<file path="src/rtl/lif_pkg.sv">
// ----------------------------------------------------------------------------
// lif_pkg: shared types and constants for the LIF population tick block
// Payload structs, controller state enum, controller/datapath command bundle.
// ----------------------------------------------------------------------------
package lif_pkg;

    localparam int Neurons     = 8;
    localparam int NeuronCount = 5 * Neurons;
    localparam int DriveCount  = 3 * Neurons;
    localparam int NW          = $clog2(NeuronCount);
    localparam int DW          = $clog2(DriveCount);
    localparam int IW          = $clog2(Neurons);
    // population count width, fits 0..2N
    localparam int CW          = $clog2(2 * Neurons + 1);
    localparam int OutDen      = 2 * Neurons * Neurons;

    localparam logic [15:0] DecayReset  = 16'd62341;
    localparam logic [3:0]  RefracReset = 4'd2;
    localparam logic [14:0] BthrReset   = 15'd2867;
    localparam logic [15:0] FireLevel   = 16'sd4096;

    localparam logic [1:0] CfgDecay  = 2'd0;
    localparam logic [1:0] CfgRefrac = 2'd1;
    localparam logic [1:0] CfgBthr   = 2'd2;
    localparam logic [1:0] CfgBden   = 2'd3;

    localparam logic ReqWrite = 1'b0;
    localparam logic ReqTick  = 1'b1;

    typedef struct packed {
        logic        req_type;
        logic [1:0]  population;
        logic [2:0]  neuron_index;
        logic signed [15:0] drive_value;
    } t_in;

    typedef struct packed {
        logic [3:0]  evidence_spikes;
        logic [3:0]  reliability_spikes;
        logic [3:0]  bias_spikes;
        logic [4:0]  output_spikes;
        logic [7:0]  bias_detect_mask;
        logic [31:0] total_spike_count;
        logic [31:0] bias_detect_count;
    } t_out;

    typedef enum logic [2:0] {
        ST_IDLE, ST_READ, ST_MUL, ST_WB, ST_ODRV, ST_DONE
    } t_state;

    typedef struct packed {
        logic          clr;      // clear counts at tick start
        logic          rd;       // issue memory read of neuron idx
        logic          mul;      // register products
        logic          wb;       // write back neuron and count
        logic          odrv;     // compute output drive
        logic          fin;      // load result register
        logic [NW-1:0] idx;
    } t_cmd;

endpackage

</file>
<file path="src/rtl/lif_dpath.sv">
// ----------------------------------------------------------------------------
// lif_dpath: neuron memories, leak arithmetic and spike counters
// Each neuron is read, multiplied, written back; output drive once per tick.
// ----------------------------------------------------------------------------
module lif_dpath import lif_pkg::*; (
    input  logic        i_clk,
    input  logic        i_rst_n,
    input  t_cmd        i_cmd,
    input  logic        i_wr_en,
    input  logic [DW-1:0] i_wr_addr,
    input  logic [15:0] i_wr_data,
    input  logic [15:0] i_decay,
    input  logic [3:0]  i_refrac,
    input  logic [14:0] i_bthr,
    input  logic        i_bden,
    output t_out        o_res
);
    // membrane/refractory: valid bits cover reset state
    logic [15:0] r_mem  [NeuronCount];
    logic [3:0]  r_ref  [NeuronCount];
    logic [NeuronCount-1:0] r_nvld;
    logic [15:0] r_drv  [DriveCount];
    logic [DriveCount-1:0]  r_dvld;

    logic [15:0] r_m, r_d, r_od;
    logic [3:0]  r_rf;
    logic        r_mv, r_dv, r_rv;
    logic signed [33:0] r_p0, r_p1;
    logic [CW-1:0] r_e, r_r, r_b, r_o;
    logic [7:0]  r_mask;
    logic [31:0] r_stot, r_dtot;

    logic [IW-1:0]  w_nin;
    logic [1:0]     w_pop;
    logic signed [15:0] w_m, w_d;
    logic [3:0]     w_rf;
    logic signed [34:0] w_acc;
    logic signed [18:0] w_sh;
    logic signed [15:0] w_new;
    logic           w_fire;
    logic           w_det;
    logic signed [31:0] w_num, w_q;
    logic signed [15:0] w_odrv;

    assign w_pop = (i_cmd.idx < NW'(Neurons)) ? 2'd0 :
                   (i_cmd.idx < NW'(2 * Neurons)) ? 2'd1 :
                   (i_cmd.idx < NW'(3 * Neurons)) ? 2'd2 : 2'd3;
    assign w_nin = IW'(i_cmd.idx - NW'(w_pop) * NW'(Neurons));

    always_ff @(posedge i_clk) begin
        if (!i_rst_n) begin
            r_nvld <= '0;
            r_dvld <= '0;
        end else begin
            if (i_wr_en) r_dvld[i_wr_addr] <= 1'b1;
            if (i_cmd.wb) r_nvld[i_cmd.idx] <= 1'b1;
        end
        if (i_wr_en) r_drv[i_wr_addr] <= i_wr_data;
        if (i_cmd.wb) begin
            r_mem[i_cmd.idx] <= w_new;
            r_ref[i_cmd.idx] <= w_rf;
        end
        if (i_cmd.rd) begin
            r_m  <= r_mem[i_cmd.idx];
            r_rf <= r_ref[i_cmd.idx];
            r_mv <= r_nvld[i_cmd.idx];
            if (w_pop != 2'd3) begin
                r_d  <= r_drv[DW'(i_cmd.idx)];
                r_dv <= r_dvld[DW'(i_cmd.idx)];
            end else begin
                r_d  <= r_od;
                r_dv <= 1'b1;
            end
        end
    end

    assign w_m  = r_mv ? $signed(r_m) : 16'sd0;
    assign w_d  = r_dv ? $signed(r_d) : 16'sd0;

    // signed potential and drive times unsigned weights
    always_ff @(posedge i_clk) begin
        if (i_cmd.mul) begin
            r_p0 <= w_m * $signed({1'b0, i_decay});
            r_p1 <= w_d * $signed({1'b0, 17'd65536 - {1'b0, i_decay}});
            r_rv <= r_mv && (r_rf != 4'd0);
        end
    end

    assign w_acc = 35'(r_p0) + 35'(r_p1) + 35'sd32768;
    assign w_sh  = 19'(w_acc >>> 16);
    always_comb begin
        if (w_sh > 19'sd32767) w_new = 16'sd32767;
        else if (w_sh < -19'sd32768) w_new = -16'sd32768;
        else w_new = 16'(w_sh);
        w_fire = 1'b0;
        w_rf   = 4'd0;
        if (r_rv) begin
            w_new = w_m;
            w_rf  = r_rf - 4'd1;
        end else if (w_new >= $signed(FireLevel)) begin
            w_new  = '0;
            w_rf   = i_refrac;
            w_fire = 1'b1;
        end
    end
    assign w_det = w_fire && (w_pop == 2'd2) && i_bden && (w_d > $signed({1'b0, i_bthr}));

    // output drive: round(4096*(2er - bN) / (2N^2)); N^2 a power of two here
    assign w_num = 32'(4096) * (32'(2) * 32'(r_e) * 32'(r_r) - 32'(r_b) * 32'(Neurons))
                   + 32'(OutDen / 2);
    assign w_q   = w_num >>> $clog2(OutDen);
    assign w_odrv = (w_q > 32'sd32767) ? 16'sd32767 :
                    (w_q < -32'sd32768) ? -16'sd32768 : 16'(w_q);

    always_ff @(posedge i_clk) begin
        if (!i_rst_n) begin
            r_stot <= '0;
            r_dtot <= '0;
        end else begin
            if (i_cmd.wb && w_fire) r_stot <= r_stot + 32'd1;
            if (i_cmd.wb && w_det)  r_dtot <= r_dtot + 32'd1;
        end
        if (i_cmd.clr) begin
            r_e <= '0; r_r <= '0; r_b <= '0; r_o <= '0; r_mask <= '0;
        end
        if (i_cmd.wb && w_fire) begin
            case (w_pop)
                2'd0: r_e <= r_e + CW'(1);
                2'd1: r_r <= r_r + CW'(1);
                2'd2: r_b <= r_b + CW'(1);
                default: r_o <= r_o + CW'(1);
            endcase
        end
        if (i_cmd.wb && w_det && (32'(w_nin) < 32'd8)) r_mask[3'(w_nin)] <= 1'b1;
        if (i_cmd.odrv) r_od <= w_odrv;
        if (i_cmd.fin) begin
            o_res.evidence_spikes    <= 4'(r_e);
            o_res.reliability_spikes <= 4'(r_r);
            o_res.bias_spikes        <= 4'(r_b);
            o_res.output_spikes      <= 5'(r_o);
            o_res.bias_detect_mask   <= r_mask;
            o_res.total_spike_count  <= r_stot;
            o_res.bias_detect_count  <= r_dtot;
        end
    end
endmodule

</file>
<file path="config.mk">
export PLATFORM = sky130hd
export DESIGN_NAME = lif_dpath
export DESIGN_NICKNAME = d
export VERILOG_FILES = /design/src/rtl/lif_pkg.sv /design/src/rtl/lif_dpath.sv
export SDC_FILE = /design/constraint.sdc
export NUM_CORES = 2
export LEC_CHECK = 0
export BUFFER_PORTS_ARGS = -buffer_cell sky130_fd_sc_hd__buf_4
export CAP_MARGIN = 30
export CORE_MARGIN = 1.5
export CORE_UTILIZATION = 53
export DETAILED_ROUTE_END_ITERATION = 8
export GPL_ROUTABILITY_DRIVEN = 0
export PLACE_DENSITY = 0.69
export SYNTH_ARGS = -nofsm -noshare
export SYNTH_HDL_FRONTEND = slang
export SYNTH_SLANG_ARGS = --single-unit
</file>
<file path="constraint.sdc">
create_clock -name i_clk -period 13.8 [get_ports i_clk]
set_input_delay 2.76 -clock i_clk [delete_from_list [all_inputs] [get_ports i_clk]]
set_output_delay 2.76 -clock i_clk [all_outputs]
set_load 0.02 [all_outputs]
</file>
==> results.cfg <==
[outcome]
status = finished clean

[final_layout]
finish.instance_area_um2 = 86900
fill_cells = 11200
num-nets-final = 6994
drive_above_1_share_pct = 10.3
area_delta_synth_final_pct = 11.3

[sta]
hold_viol_final = 0
slew_headroom_pct = 25.3
period_needed_ns = 11.32
worst_slew_pin_slew_ns = 1.12
rsz0062_at_grt = no
fmax_mhz = 88.3
finalSetupViolCount = 0
finClkSkew_ns = 0.0432
setup_tns_ns = 0
post-route-period-util_pct = 82.0
drv_slew = 0

[floorplan]
io_pins = 161
rows = 140
start_util_pct = 53.5
dieArea_um2 = 150000
die_h_um = 387
core_um2 = 146000
die-width_um = 387

[yosys]
syn-cell-area_um2 = 78100
synthTopCellsByCount = edfxtp_1, inv_1, nand2_1, nor2_1, fa_1
yosysTopAreaCell = edfxtp_1
synth_cell_types = 84
synth_edf_count = 1390
synth-seq-area-share_pct = 57.4
async_flop_share_pct = 0
synth_top_area_share_pct = 53.4
synth.most_common_cell = edfxtp_1
synthCells = 6027
synth.avg_cell_area_um2 = 13.0
syn-num-nets = 6866
yosys_warnings = 0
synth_flop_cell = edfxtp_1
synth_seq_cells = 1546
synth_area_leaders = edfxtp_1, fa_1, ha_1

[pwr]
powerDensity_nw_per_um2 = 159
p_leak_nw = 32.9
ir_drop_mv = 0.233

[worst_setup_path]
cp.required_ns = 14.32
critPathArrivalTime_ns = 11.84
crit_type = input pin to flop
crit_path_end_kind = flop
start_kind = input pin
worst-path-max-fanout = 20

[clock_tree]
htree_levels = 4
hold_buffers = 0
cts_root_buffer = clkbuf_16
clock_path_buffers = 3
clk_latency_ns = 0.79
clk_pin_slew_ns = 0.06
post_cts.repair.setup_buffers = 0
numCtsBuffers = 153
cts_tree = done
cts_resized = 0
clock_sinks = 1546

[hold_path]
hold_class = flop to flop

[drt]
drc = 0
wl_per_cell_um = 25.9
viasPerCell = 6.26
drt-total-wl_mm = 213
first_iter_violations = 5806
drt-pass1-iter-count = 5
ant_nets = 0
vias = 51300

[place]
hpwlAfterDp_mm = 134
port_buffers = 160
placedInstanceArea_um2 = 81900

[global_route]
antenna_found_initial = 14
grt_pass1_vias = 50900
grt_pass1_wl_mm = 317
globalRouteTotalUtil_pct = 28.2
grt-ovfl-total = 0
grt_start_max_net_pins = 136

[flow_run]
cap_viol_max_count = 0
-- cell type report --
cell class | count | area, µm² | area share (%)
Sequential cell | 1546 | 44900 | 51.6
Tap cell | 1917 | 2400 | 2.76
Clock buffer | 229 | 4330 | 4.98
Multi-Input combinational cell | 3576 | 30200 | 34.7
Clock inverter | 53 | 598 | 0.688
Antenna cell | 3 | 7.51 | 0.00864
Inverter | 580 | 2180 | 2.51
Timing Repair Buffer | 298 | 2380 | 2.74
-- cells in the final DEF (no fill, tap or decap), drive strengths merged, types with 77 or more instances in the layout --
cell	count
xnor2	77
and3	132
a22oi	377
a22o	106
buf	298
ha	355
fa	412
a221oi	113
a21oi	155
edfxtp	1390
nor2	434
nand2	455
nand4	116
clkbuf	229
o21ai	121
nand3	102
inv	576
dfxtp	156
-- cell families after synthesis --
group | synth area share [%]
flops | 57.4
simple gates | 9.24
compound gates | 10.7
buf+inv | 4.39
fa+ha+maj | 16.2
xor+xnor | 1.39
mux | 0.597
-- worst max-delay path, stage by stage --
cell	delay [ns]
buf_4	0.25
clkinv_1	0.60
ha_1	0.55
and2_0	0.28
nand2_1	0.16
xor2_1	0.77
nand2_1	0.18
fa_1	0.61
fa_1	0.46
fa_1	0.51
inv_1	0.05
fa_1	0.47
fa_1	0.54
inv_1	0.05
fa_1	0.53
inv_1	0.04
ha_1	0.37
a21oi_1	0.26
o2111ai_1	0.14
a41oi_1	0.28
o211ai_1	0.17
o41ai_1	0.55
o21ai_0	0.27
a221oi_1	0.55
o31ai_1	0.12
a21oi_1	0.20
xnor2_1	0.08
-- per-stage QoR --
step,utilization (%),instances,hold slack (ns),power [mW],setup slack (ns)
floorplan,-,6027,0.406,8.39,3.31
global placement,56.1,7908,0.419,9.65,2.02
detailed placement,56.2,7914,0.424,9.74,1.91
CTS,59.5,8196,0.438,13.8,2.71
global route,59.6,8201,0.445,14.4,2.09
finish,59.6,8202,0.435,13.8,2.48
-- metal layers --
metal	track usage, %	wire length [µm]	share of wire (%)	vias up
met4	9.92	7160	3.4	8
li1	-	-	-	22400
met2	44.4	98900	46	2558
met1	39.5	86300	41	26000
met3	5.12	20300	9.5	372
met5	0	55	0.026	-
-- report_power, final --
group          switching [mW]  leakage [nW]  internal (mW)
clock                    1.75          2.38           2.32
combinational            2.69          16.3           1.43
sequential             0.0741          14.2           5.55
total                    4.51          32.9           9.30
-- sequential cells by signal (all words and copies together) (netlist names) --
| signal | cells |
|---|---|
| o_res | 89 |
| r_b | 5 |
| r_d | 16 |
| r_drv | 384 |
| r_dtot | 32 |
| r_dv | 1 |
| r_dvld | 24 |
| r_e | 5 |
| r_m | 16 |
| r_mask | 8 |
| r_mem | 640 |
| r_mv | 1 |
| r_nvld | 40 |
| r_o | 5 |
| r_od | 11 |
| r_p0 | 33 |
| r_p1 | 34 |
| r_r | 5 |
| r_ref | 160 |
| r_rf | 4 |
| r_rv | 1 |
| r_stot | 32 |
-- final timing paths --
path | endpoint | slack (ns) | cells past startpoint | start
hold reg to reg | o_res[70]$_DFFE_PP_ | 0.43 | 0 | r_mask[6]$_DFF_P_
setup reg to reg | r_p0[32]$_DFFE_PP_ | 4.88 | 26 | r_mv$_DFFE_PP_
setup / recovery | r_p1[32]$_DFFE_PP_ | 2.48 | 27 | i_decay[0]
hold / removal | o_res[70]$_DFFE_PP_ | 0.43 | 0 | r_mask[6]$_DFF_P_
Note: power is estimated with default switching activity, not from simulation.
