==> src/rtl/lif_pkg.sv <==
// ----------------------------------------------------------------------------
// lif_pkg: shared types and constants for the LIF population tick block
// Payload structs, controller state enum, controller/datapath command bundle.
// ----------------------------------------------------------------------------
package lif_pkg;

    localparam int Neurons     = 8;
    localparam int NeuronCount = 5 * Neurons;
    localparam int DriveCount  = 3 * Neurons;
    localparam int NW          = $clog2(NeuronCount);
    localparam int DW          = $clog2(DriveCount);
    localparam int IW          = $clog2(Neurons);
    // population count width, fits 0..2N
    localparam int CW          = $clog2(2 * Neurons + 1);
    localparam int OutDen      = 2 * Neurons * Neurons;

    localparam logic [15:0] DecayReset  = 16'd62341;
    localparam logic [3:0]  RefracReset = 4'd2;
    localparam logic [14:0] BthrReset   = 15'd2867;
    localparam logic [15:0] FireLevel   = 16'sd4096;

    localparam logic [1:0] CfgDecay  = 2'd0;
    localparam logic [1:0] CfgRefrac = 2'd1;
    localparam logic [1:0] CfgBthr   = 2'd2;
    localparam logic [1:0] CfgBden   = 2'd3;

    localparam logic ReqWrite = 1'b0;
    localparam logic ReqTick  = 1'b1;

    typedef struct packed {
        logic        req_type;
        logic [1:0]  population;
        logic [2:0]  neuron_index;
        logic signed [15:0] drive_value;
    } t_in;

    typedef struct packed {
        logic [3:0]  evidence_spikes;
        logic [3:0]  reliability_spikes;
        logic [3:0]  bias_spikes;
        logic [4:0]  output_spikes;
        logic [7:0]  bias_detect_mask;
        logic [31:0] total_spike_count;
        logic [31:0] bias_detect_count;
    } t_out;

    typedef enum logic [2:0] {
        ST_IDLE, ST_READ, ST_MUL, ST_WB, ST_ODRV, ST_DONE
    } t_state;

    typedef struct packed {
        logic          clr;      // clear counts at tick start
        logic          rd;       // issue memory read of neuron idx
        logic          mul;      // register products
        logic          wb;       // write back neuron and count
        logic          odrv;     // compute output drive
        logic          fin;      // load result register
        logic [NW-1:0] idx;
    } t_cmd;

endpackage

==> src/rtl/lif_ctrl.sv <==
// ----------------------------------------------------------------------------
// lif_ctrl: tick sequencer
// Walks all neurons through read, multiply and write-back steps.
// ----------------------------------------------------------------------------
module lif_ctrl import lif_pkg::*; (
    input  logic i_clk,
    input  logic i_rst_n,
    input  logic i_start,
    input  logic i_res_free,
    output logic o_busy,
    output t_cmd o_cmd
);
    t_state r_state, n_state;
    logic [NW-1:0] r_idx, n_idx;

    always_ff @(posedge i_clk) begin
        if (!i_rst_n) begin
            r_state <= ST_IDLE;
            r_idx   <= '0;
        end else begin
            r_state <= n_state;
            r_idx   <= n_idx;
        end
    end

    always_comb begin
        n_state = r_state;
        n_idx   = r_idx;
        o_cmd   = '0;
        o_cmd.idx = r_idx;
        o_busy  = (r_state != ST_IDLE);
        case (r_state)
            ST_IDLE: begin
                if (i_start) begin
                    o_cmd.clr = 1'b1;
                    n_idx     = '0;
                    n_state   = ST_READ;
                end
            end
            ST_READ: begin
                o_cmd.rd = 1'b1;
                n_state  = ST_MUL;
            end
            ST_MUL: begin
                o_cmd.mul = 1'b1;
                n_state   = ST_WB;
            end
            ST_WB: begin
                o_cmd.wb = 1'b1;
                if (r_idx == NW'(NeuronCount - 1)) begin
                    n_state = ST_DONE;
                end else begin
                    n_idx = r_idx + NW'(1);
                    if (r_idx == NW'(3 * Neurons - 1)) n_state = ST_ODRV;
                    else n_state = ST_READ;
                end
            end
            ST_ODRV: begin
                o_cmd.odrv = 1'b1;
                n_state    = ST_READ;
            end
            ST_DONE: begin
                if (i_res_free) begin
                    o_cmd.fin = 1'b1;
                    n_state   = ST_IDLE;
                end
            end
            default: n_state = ST_IDLE;
        endcase
    end
endmodule

==> config.mk <==
export PLATFORM = sky130hd
export DESIGN_NAME = lif_ctrl
export DESIGN_NICKNAME = d
export VERILOG_FILES = /design/src/rtl/lif_pkg.sv /design/src/rtl/lif_ctrl.sv
export SDC_FILE = /design/constraint.sdc
export NUM_CORES = 1
export LEC_CHECK = 0
export BUFFER_PORTS_ARGS = -buffer_cell sky130_fd_sc_hd__buf_2
export CORE_AREA = 5 5 42 44
export CTS_CLUSTER_DIAMETER = 120
export DETAILED_ROUTE_END_ITERATION = 16
export DIE_AREA = 0 0 47 49
export GPL_ROUTABILITY_DRIVEN = 0
export PLACE_DENSITY_LB_ADDON = 0.2
export SYNTH_ARGS = -nofsm -noshare
export SYNTH_HDL_FRONTEND = slang
export SYNTH_SLANG_ARGS = --single-unit
==> constraint.sdc <==
create_clock -name i_clk -period 1.7 [get_ports i_clk]
set_input_delay 0.085 -clock i_clk [delete_from_list [all_inputs] [get_ports i_clk]]
set_output_delay 0.085 -clock i_clk [all_outputs]
set_load 0.05 [all_outputs]
==> impl_metrics.tcl, run 1 <==
set metrics [dict create \
    result_of_the_run "finished, final reports clean" \
    grt_pass1_wl_mm 1.932 \
    cp.arrival_ns 1.43 \
    htree_levels 1 \
    post_layout_nonfiller_instances 97 \
    pre_cts_slack_ns 0.2605 \
    post-route-min-period_ns 1.514 \
    final_hold_violation_count 0 \
    yosysUniqueCellTypes 27 \
    insertedDiodeCount 0 \
    final_util_pct 46.96 \
    share_of_synthesized_area_occupied_by_flip_flops_and_latches_pct 34.12 \
    setup_repair_after_global_routing_missed_its_margin "false" \
    max_cap_violations 0 \
    total_power_uw 496.0 \
    cts_repair_resize_count 0 \
    globalRouteOverflowTotal 0 \
    hpwl_reported_at_the_end_of_detailed_placement_microns 884.7 \
    dr_total_vias 514 \
    most_common_cell_after_layout_fill_and_taps_aside "buf_2" \
    remaining_drc_errors 0 \
    seq_area_sq_um 181.4 \
    drtPass1Iterations 4 \
    post_syn_area_sq_um 528.0 \
    syn_area_per_cell_sq_um 8.250 \
    routed_via_density 5.299 \
    cp_capture_type "output port" \
    timing.critical_path.from_type "register" \
    critical_path_class "reg2out" \
    timing.hold.worst.class "in2reg" \
    clock_latency_ns 0.26 \
    critPathMaxFanout 11 \
    max_slew.worst_pin.slew_ns 0.4237 \
    cts_inserted_buffers 3 \
    finalMaxSlewViolations 0 \
    yosys_most_used_dff "dfxtp_1" \
    count_of_routing_violations_after_the_opening_detailed_route_iteration 3 \
    synth-warning-count 0 \
    postSynth.asyncResetShare_pct 0 \
    tritoncts_clock_tree "built" \
    slew_headroom_pct 71.71 \
    cts.root.buffer_cell "clkbuf_4" \
    count_of_flip_flops_with_a_built_in_enable_after_synthesis 0 \
    num_clock_sinks 9 \
    vdd.ir_drop.worst_uv 380.5 \
    dp.cells 93 \
    cts.clk_slew.worst_paths_ns 0.06 \
    finalNetCount 87 \
    route.antenna.remaining_nets 0 \
    clk_path_buf_depth 2 \
    setup_viol 0 \
    synth_cells 64 \
    grt_use_total_pct 11.28 \
    synthesis.nets 69 \
    die_area_sq_um 2303 \
    layout_overhead_on_the_synthesized_area_pct 24.64 \
    drive_gt1_share_pct 33.33 \
    final_wirelength_mm 1.184 \
    yosys_register_bits 9 \
    first_global_vias 462 \
    final.setup.worst_slack_ns 0.1856 \
    core_area_sq_um 1401 \
    largest_net_degree_at_the_start_of_global_routing 15 \
    die_w_microns 47 \
    die_h_microns 49 \
    power.density_cell_area_nw_per_um2 753.7 \
    required_ns 1.62 \
    max_clock_freq_mhz 660.3 \
    post_cts_buffers 0 \
    detail_route.wl_per_cell_microns 12.21 \
    starting_utilization_of_the_core_area_pct 37.68 \
    finClkSkew_ns 0.006181 \
    io-pin-count 17 \
    port_buffers 16 \
    rows 14 \
    filler_cell_count 153 \
    hold_buffers_post_cts 0 \
    antenna_violations_before_repair 0 \
    multiInputGateArea_sq_um 342.8 \
    fin_tns_setup_ns 0 \
    reported_leakage_power_nw 0.2893 \
    most-common-layout-cells "buf_2 (16), nor2_1 (8), dfxtp_1 (8)" \
    post-route-period-util_pct 89.08 \
]
## stage by stage
stage	hold slack, ns	instance area, sq um
after floorplan	0.2011	549.3
after global placement	0.3794	630.6
after detailed placement	0.3733	630.6
after CTS	0.09906	656.9
after global routing	0.09888	658.1
final	0.09614	658.1
## registers in the layout (all words and copies together), names as in the netlist
name     count
r_state      3
r_idx        6
## critical path, cell delays in order, from the launching register on
cell and delay, ns:
dfxtp_1 0.42, nor4b_2 0.41, buf_2 0.33
## synth_stat cells, types with 2 or more instances
library cell / n / area (sq um)
a211oi_1: 2 / 15.01
a21oi_1: 5 / 25.02
a31oi_1: 2 / 12.51
clkbuf_1: 2 / 7.510
dfxtp_1: 9 / 180.2
inv_1: 2 / 7.510
nand2_1: 5 / 18.77
nand3_1: 2 / 10.01
nand3b_1: 3 / 22.52
nor2_1: 8 / 30.03
nor2b_1: 2 / 12.51
nor3b_1: 4 / 30.03
xnor2_1: 4 / 35.03
## power breakdown
group / internal, mW / total, mW / switching (mW)
logic: 0.0304 / 0.0978 / 0.0674
registers: 0.217 / 0.232 / 0.0150
clock network: 0.0905 / 0.167 / 0.0763
## final cells by class
cell class	count	share of cell area (%)
Clock buffer	4	3.992
Inverter	2	1.141
Multi-Input combinational cell	50	52.09
Sequential cell	9	27.57
Tap cell	16	3.042
Timing Repair Buffer	16	12.17
## path summary, 6_finish.rpt
| kind | startpoint | to | slack, ns | cells after the start |
|---|---|---|---|---|
| max | r_state[0] | o_cmd[11] | 0.19 | 2 |
| min | i_rst_n | r_state[0] | 0.1 | 3 |
| max reg2reg | r_idx[0] | r_idx[0] | 0.24 | 5 |
| min reg2reg | r_idx[1] | r_idx[1] | 0.50 | 2 |
## cells by family (layout without fill, tap and decap cells)
family,Yosys count,count (layout),share of synthesized area (%)
xor gates and xnor gates,4,4,6.634
DFF,9,9,34.12
adders and majority gates,1,1,2.369
and+or+nand+nor,33,33,36.97
buffers and inverters,5,22,4.977
AOI/OAI and AO/OA,12,12,14.93
## per-layer routing
metal	track usage (%)	part of all wire, %	vias up
met4	4.147	0.93	0
li1	-	-	268
met1	14.57	48	220
met2	16.52	42	24
met3	4.428	9.7	2
met5	0	0	-
(Power assumes the default switching activity.)
==> run 2: changes to the inputs <==
--- a/config.mk
+++ b/config.mk
@@ -6,10 +6,12 @@
 export NUM_CORES = 1
 export LEC_CHECK = 0
 export BUFFER_PORTS_ARGS = -buffer_cell sky130_fd_sc_hd__buf_2
-export CORE_AREA = 5 5 42 44
+export CELL_PAD_IN_SITES_DETAIL_PLACEMENT = 0
+export CELL_PAD_IN_SITES_GLOBAL_PLACEMENT = 1
+export CORE_MARGIN = 8
+export CORE_UTILIZATION = 34
 export CTS_CLUSTER_DIAMETER = 120
 export DETAILED_ROUTE_END_ITERATION = 16
-export DIE_AREA = 0 0 47 49
 export GPL_ROUTABILITY_DRIVEN = 0
 export PLACE_DENSITY_LB_ADDON = 0.2
 export SYNTH_ARGS = -nofsm -noshare
==> impl_metrics.tcl, run 2 (synthesis gave the netlist of run 1 again) <==
set metrics [dict create \
    hpwl_reported_at_the_end_of_detailed_placement_microns 939.4 \
    cpMaxStageDelayCell "dfxtp_1" \
    p_int_uw 337.2 \
    dr_total_vias 505 \
    cpPeakStageDelay_ns 0.60 \
    most-common-layout-cells "buf_2 (16), dfxtp_1 (9), nor2_1 (8)" \
    finClkSkew_ns 0.002079 \
    grt_pass1_wl_mm 2.111 \
    post_layout_nonfiller_instances 97 \
    share_seq_of_total_power_pct 46.3 \
    hold_buffers_post_cts 0 \
    finalMaxSlewViolations 0 \
    final_util_pct 44.12 \
    rows 14 \
    setup_repair_after_global_routing_missed_its_margin "false" \
    antenna_violations_before_repair 0 \
    final_wirelength_mm 1.233 \
    max_cap_violations 0 \
    critPathMaxFanout 14 \
    post-route-min-period_ns 1.551 \
    timing.hold.worst_path_depth 3 \
    cp_capture_type "output port" \
    cp.arrival_ns 1.47 \
    r2r_cells 5 \
    post-route-period-util_pct 91.23 \
    max_clock_freq_mhz 644.8 \
    clock_latency_ns 0.26 \
    r2r_endpoint "r_idx[3]" \
    most_common_cell_after_layout_fill_and_taps_aside "buf_2" \
    finalNetCount 87 \
    worst-r2r-setup-slack_ns 0.26 \
    first_global_vias 451 \
    die_area_sq_um 3070 \
    core_area_sq_um 1489 \
    tritoncts_clock_tree "built" \
    remaining_drc_errors 0 \
    dp.cells 93 \
    post_cts_buffers 0 \
    p_clk_share_pct 34.1 \
    count_of_routing_violations_after_the_opening_detailed_route_iteration 11 \
    reported_leakage_power_nw 0.2889 \
    globalRouteOverflowTotal 0 \
    total_power_uw 498.9 \
    vdd.ir_drop.worst_uv 455.4 \
    netSwitchingPower_uw 161.7 \
    largest_net_degree_at_the_start_of_global_routing 15 \
    worst_hold_start "i_rst_n" \
    critical_path_class "reg2out" \
    cts.clk_slew.worst_paths_ns 0.06 \
    clk_path_buf_depth 2 \
    result_of_the_run "finished, final reports clean" \
    starting_utilization_of_the_core_area_pct 35.46 \
    sw_frac_of_total_pct 32.41 \
    largest_reg_flops 6 \
    drtPass1Iterations 4 \
    filler_cell_count 147 \
    die_h_microns 55.41 \
    grt_use_total_pct 8.326 \
    route.antenna.remaining_nets 0 \
    drive_gt1_share_pct 32.10 \
    detail_route.wl_per_cell_microns 12.71 \
    cts.root.buffer_cell "clkbuf_4" \
    setup_viol 0 \
    timing.hold.worst.class "in2reg" \
    port_buffers 16 \
    crit-reg2reg-launch "r_idx[0]" \
    cts_repair_resize_count 0 \
    final_hold_violation_count 0 \
    cts_inserted_buffers 3 \
    timing.critical_path.from_type "register" \
    insertedDiodeCount 0 \
    num_clock_sinks 9 \
    max_slew.worst_pin.slew_ns 0.4516 \
    required_ns 1.62 \
    routed_via_density 5.206 \
    htree_levels 1 \
    layout_top_registers "r_idx (6), r_state (3)" \
    slew_headroom_pct 69.85 \
    critical_path.cell_chain "nand3b_1 -> inv_1 -> buf_2" \
    io-pin-count 17 \
    combPwrFrac_pct 19.6 \
    power.density_cell_area_nw_per_um2 759.5 \
    layout_overhead_on_the_synthesized_area_pct 24.41 \
    min_delay_worst_endpoint "r_state[2]" \
    largest_register "r_idx" \
    die_w_microns 55.41 \
]
==> run 2: cell counts in the layout (fill, tap and decap cells not counted) <==
Identical to the previous run, type by type.
==> run 2: cell type report <==
cell class / instances / area, sq um / area share, %
Inverter: 2 / 7.507 / 1.143
Sequential cell: 9 / 180.2 / 27.43
Multi-Input combinational cell: 50 / 342.8 / 52.19
Timing Repair Buffer: 16 / 80.08 / 12.19
Tap cell: 16 / 20.02 / 3.048
Clock buffer: 4 / 26.28 / 4.000
==> run 2: worst max-delay path by stage <==
| stage | startpoint | end | slack [ns] | depth (start not counted) |
|---|---|---|---|---|
| global route | r_state[1] | o_cmd[8] | 0.007 | 3 |
| floorplan | r_state[1] | r_idx[0] | -0.15 | 4 |
| global placement | r_idx[0] | r_idx[3] | 0.23 | 5 |
| CTS | r_state[1] | o_cmd[8] | 0.13 | 3 |
| finish | r_state[1] | o_cmd[8] | 0.15 | 3 |
| detailed placement | r_idx[0] | r_idx[0] | 0.27 | 5 |
==> run 2: power by group through the flow <==
| stage | sequential, mW | clock, mW | combinational (mW) |
|---|---|---|---|
| 3_3_place_gp | 0.236 | 0 | 0.0992 |
| 2_1_floorplan | 0.229 | 0 | 0.0866 |
| 3_5_place_dp | 0.236 | 0 | 0.0989 |
| 5_1_grt | 0.233 | 0.187 | 0.106 |
| 4_1_cts | 0.231 | 0.176 | 0.0993 |
| 6_report | 0.231 | 0.170 | 0.0979 |
==> run 2: routing by layer <==
| layer | vias up | GRT usage (%) | wire length, microns |
|---|---|---|---|
| met5 | - | 0 | 0 |
| met4 | 0 | 5.282 | 37 |
| met3 | 5 | 4.110 | 89 |
| met2 | 15 | 10.90 | 527 |
| met1 | 223 | 10.36 | 578 |
| li1 | 262 | - | - |
==> run 2: metrics by stage <==
stage                     TNS, ns  hold slack (ns)  area [sq um]  setup slack (ns)
after floorplan           -0.7388           0.2011         549.3           -0.1504
after global placement          0           0.3782         630.6            0.2305
after detailed placement        0           0.3789         630.6            0.2725
after CTS                       0          0.09595         656.9            0.1274
after global routing            0           0.1158         656.9          0.006790
final                           0          0.09755         656.9            0.1491
==> run 2: critical path, delay by kind of cell (launching register included) <==
family,cells,cell delay (ns)
flip-flops,1,0.60
AND/OR/NAND/NOR,1,0.19
buffers and inverters,2,0.41
==> run 3: changes to the inputs <==
--- a/config.mk
+++ b/config.mk
@@ -14,6 +14,7 @@
 export DETAILED_ROUTE_END_ITERATION = 16
 export GPL_ROUTABILITY_DRIVEN = 0
 export PLACE_DENSITY_LB_ADDON = 0.2
+export RECOVER_POWER = 50
 export SYNTH_ARGS = -nofsm -noshare
 export SYNTH_HDL_FRONTEND = slang
 export SYNTH_SLANG_ARGS = --single-unit
==> impl_metrics.tcl, run 3 (synthesis gave the netlist of run 1 again) <==
set metrics [dict create \
    setup_viol 0 \
    tritoncts_clock_tree "built" \
    cp_capture_type "output port" \
    cts.clk_slew.worst_paths_ns 0.06 \
    post-route-min-period_ns 1.552 \
    cpPeakStageDelay_ns 0.60 \
    r2r_cells 5 \
    route.antenna.remaining_nets 0 \
    globalRouteOverflowTotal 0 \
    most_common_cell_after_layout_fill_and_taps_aside "buf_2" \
    timing.critical_path.from_type "register" \
    critical_path_class "reg2out" \
    hpwl_reported_at_the_end_of_detailed_placement_microns 939.4 \
    cts.root.buffer_cell "clkbuf_4" \
    finalNetCount 87 \
    grt_use_total_pct 8.326 \
    insertedDiodeCount 0 \
    worst-r2r-setup-slack_ns 0.25 \
    final_hold_violation_count 0 \
    r2r_endpoint "r_idx[3]" \
    cts_repair_resize_count 0 \
    critical_path.cell_chain "nand3b_1 -> inv_1 -> buf_2" \
    post-route-period-util_pct 91.27 \
    die_area_sq_um 3070 \
    layout_top_registers "r_idx (6), r_state (3)" \
    post_cts_buffers 0 \
    antenna_violations_before_repair 0 \
    clock_latency_ns 0.26 \
    htree_levels 1 \
    worstSetupEndpoint "o_cmd[8]" \
    fin_tns_setup_ns 0 \
    grt_pass1_wl_mm 2.111 \
    final_util_pct 43.11 \
    drive_gt1_share_pct 22.22 \
    worstSetupStartpoint "r_state[1]" \
    clk_path_buf_depth 2 \
    cp.arrival_ns 1.47 \
    port_buffers 16 \
    detail_route.wl_per_cell_microns 12.71 \
    sw_frac_of_total_pct 32.52 \
    num_clock_sinks 9 \
    first_global_vias 451 \
    die_h_microns 55.41 \
    most-common-layout-cells "buf_2 (10), dfxtp_1 (9), nor2_1 (8)" \
    hold_buffers_post_cts 0 \
    finalMaxSlewViolations 0 \
    result_of_the_run "finished, final reports clean" \
    io-pin-count 17 \
    cpMaxStageDelayCell "dfxtp_1" \
    finClkSkew_ns 0.002335 \
    p_clk_share_pct 34.3 \
    slew_headroom_pct 60.18 \
    drtPass1Iterations 4 \
    layout_overhead_on_the_synthesized_area_pct 21.56 \
    max_slew.worst_pin.slew_ns 0.5998 \
    core_area_sq_um 1489 \
    setup_repair_after_global_routing_missed_its_margin "false" \
    dr_total_vias 505 \
    vdd.ir_drop.worst_uv 453.9 \
    rows 14 \
    largest_reg_flops 6 \
    power.density_cell_area_nw_per_um2 771.8 \
    combPwrFrac_pct 19.2 \
    required_ns 1.62 \
    max_clock_freq_mhz 644.5 \
    critPathMaxFanout 14 \
    share_seq_of_total_power_pct 46.5 \
    cts_inserted_buffers 3 \
    netSwitchingPower_uw 161.1 \
    crit-reg2reg-launch "r_idx[0]" \
    die_w_microns 55.41 \
    routed_via_density 5.206 \
    p_int_uw 334.3 \
    max_cap_violations 0 \
    remaining_drc_errors 0 \
    timing.hold.worst.class "in2reg" \
    largest_register "r_idx" \
    reported_leakage_power_nw 0.2588 \
    largest_net_degree_at_the_start_of_global_routing 15 \
    final_wirelength_mm 1.233 \
    count_of_routing_violations_after_the_opening_detailed_route_iteration 8 \
    starting_utilization_of_the_core_area_pct 35.46 \
]
run 3: cell types whose count changed in the layout (fill, tap and decap cells not counted):
cell / delta
buf_2: -6
clkbuf_1: +6
nor3b_1: +1
nor3b_2: -1
or3b_1: +1
or3b_4: -1
run 3: power by group through the flow:
stage | registers (mW) | clock network [mW] | logic (mW)
2_1_floorplan | 0.229 | 0 | 0.0866
3_3_place_gp | 0.236 | 0 | 0.0992
3_5_place_dp | 0.236 | 0 | 0.0989
4_1_cts | 0.231 | 0.176 | 0.0993
5_1_grt | 0.233 | 0.187 | 0.103
6_report | 0.230 | 0.170 | 0.0950
run 3: through the flow:
| step | instance area [sq um] | cells | setup slack (ns) | hold WS (ns) | total power, mW |
|---|---|---|---|---|---|
| finish | 641.9 | 97 | 0.1484 | 0.09762 | 0.4954 |
| global route | 641.9 | 97 | 0.02957 | 0.1158 | 0.5229 |
| floorplan | 549.3 | 64 | -0.1504 | 0.2011 | 0.3155 |
| detailed placement | 630.6 | 93 | 0.2725 | 0.3789 | 0.3348 |
| CTS | 656.9 | 97 | 0.1274 | 0.09595 | 0.5060 |
| global placement | 630.6 | 93 | 0.2305 | 0.3782 | 0.3350 |
run 3: how the worst min path moves through the flow:
stage	from	endpoint	slack, ns	depth (start not counted)
floorplan	i_rst_n	r_state[0]	0.20	2
global placement	i_rst_n	r_state[0]	0.38	3
detailed placement	i_rst_n	r_state[2]	0.38	3
CTS	i_rst_n	r_state[2]	0.1	3
global route	i_rst_n	r_state[2]	0.12	3
finish	i_rst_n	r_state[2]	0.1	3
run 3: layout make-up:
cell class / count / area [sq um]
clock buffers: 4 / 26.28
fillers: 151 / 847.1
flip-flops and latches: 9 / 180.2
well taps: 16 / 20.02
inverters: 2 / 7.507
repair buffers: 16 / 72.57
multi-input cells: 50 / 335.3
run 3: metal layers:
layer	track usage, %	vias to the layer above	routed length, microns
met4	5.282	0	37
met5	0	-	0
li1	-	262	-
met2	10.90	15	525
met3	4.110	5	89
met1	10.36	223	579
run 3: worst max-delay path, delay by kind of cell, from the launching register on:
kind	cells	cell delay (ns)
buf+inv	2	0.41
simple gates	1	0.19
flops	1	0.60
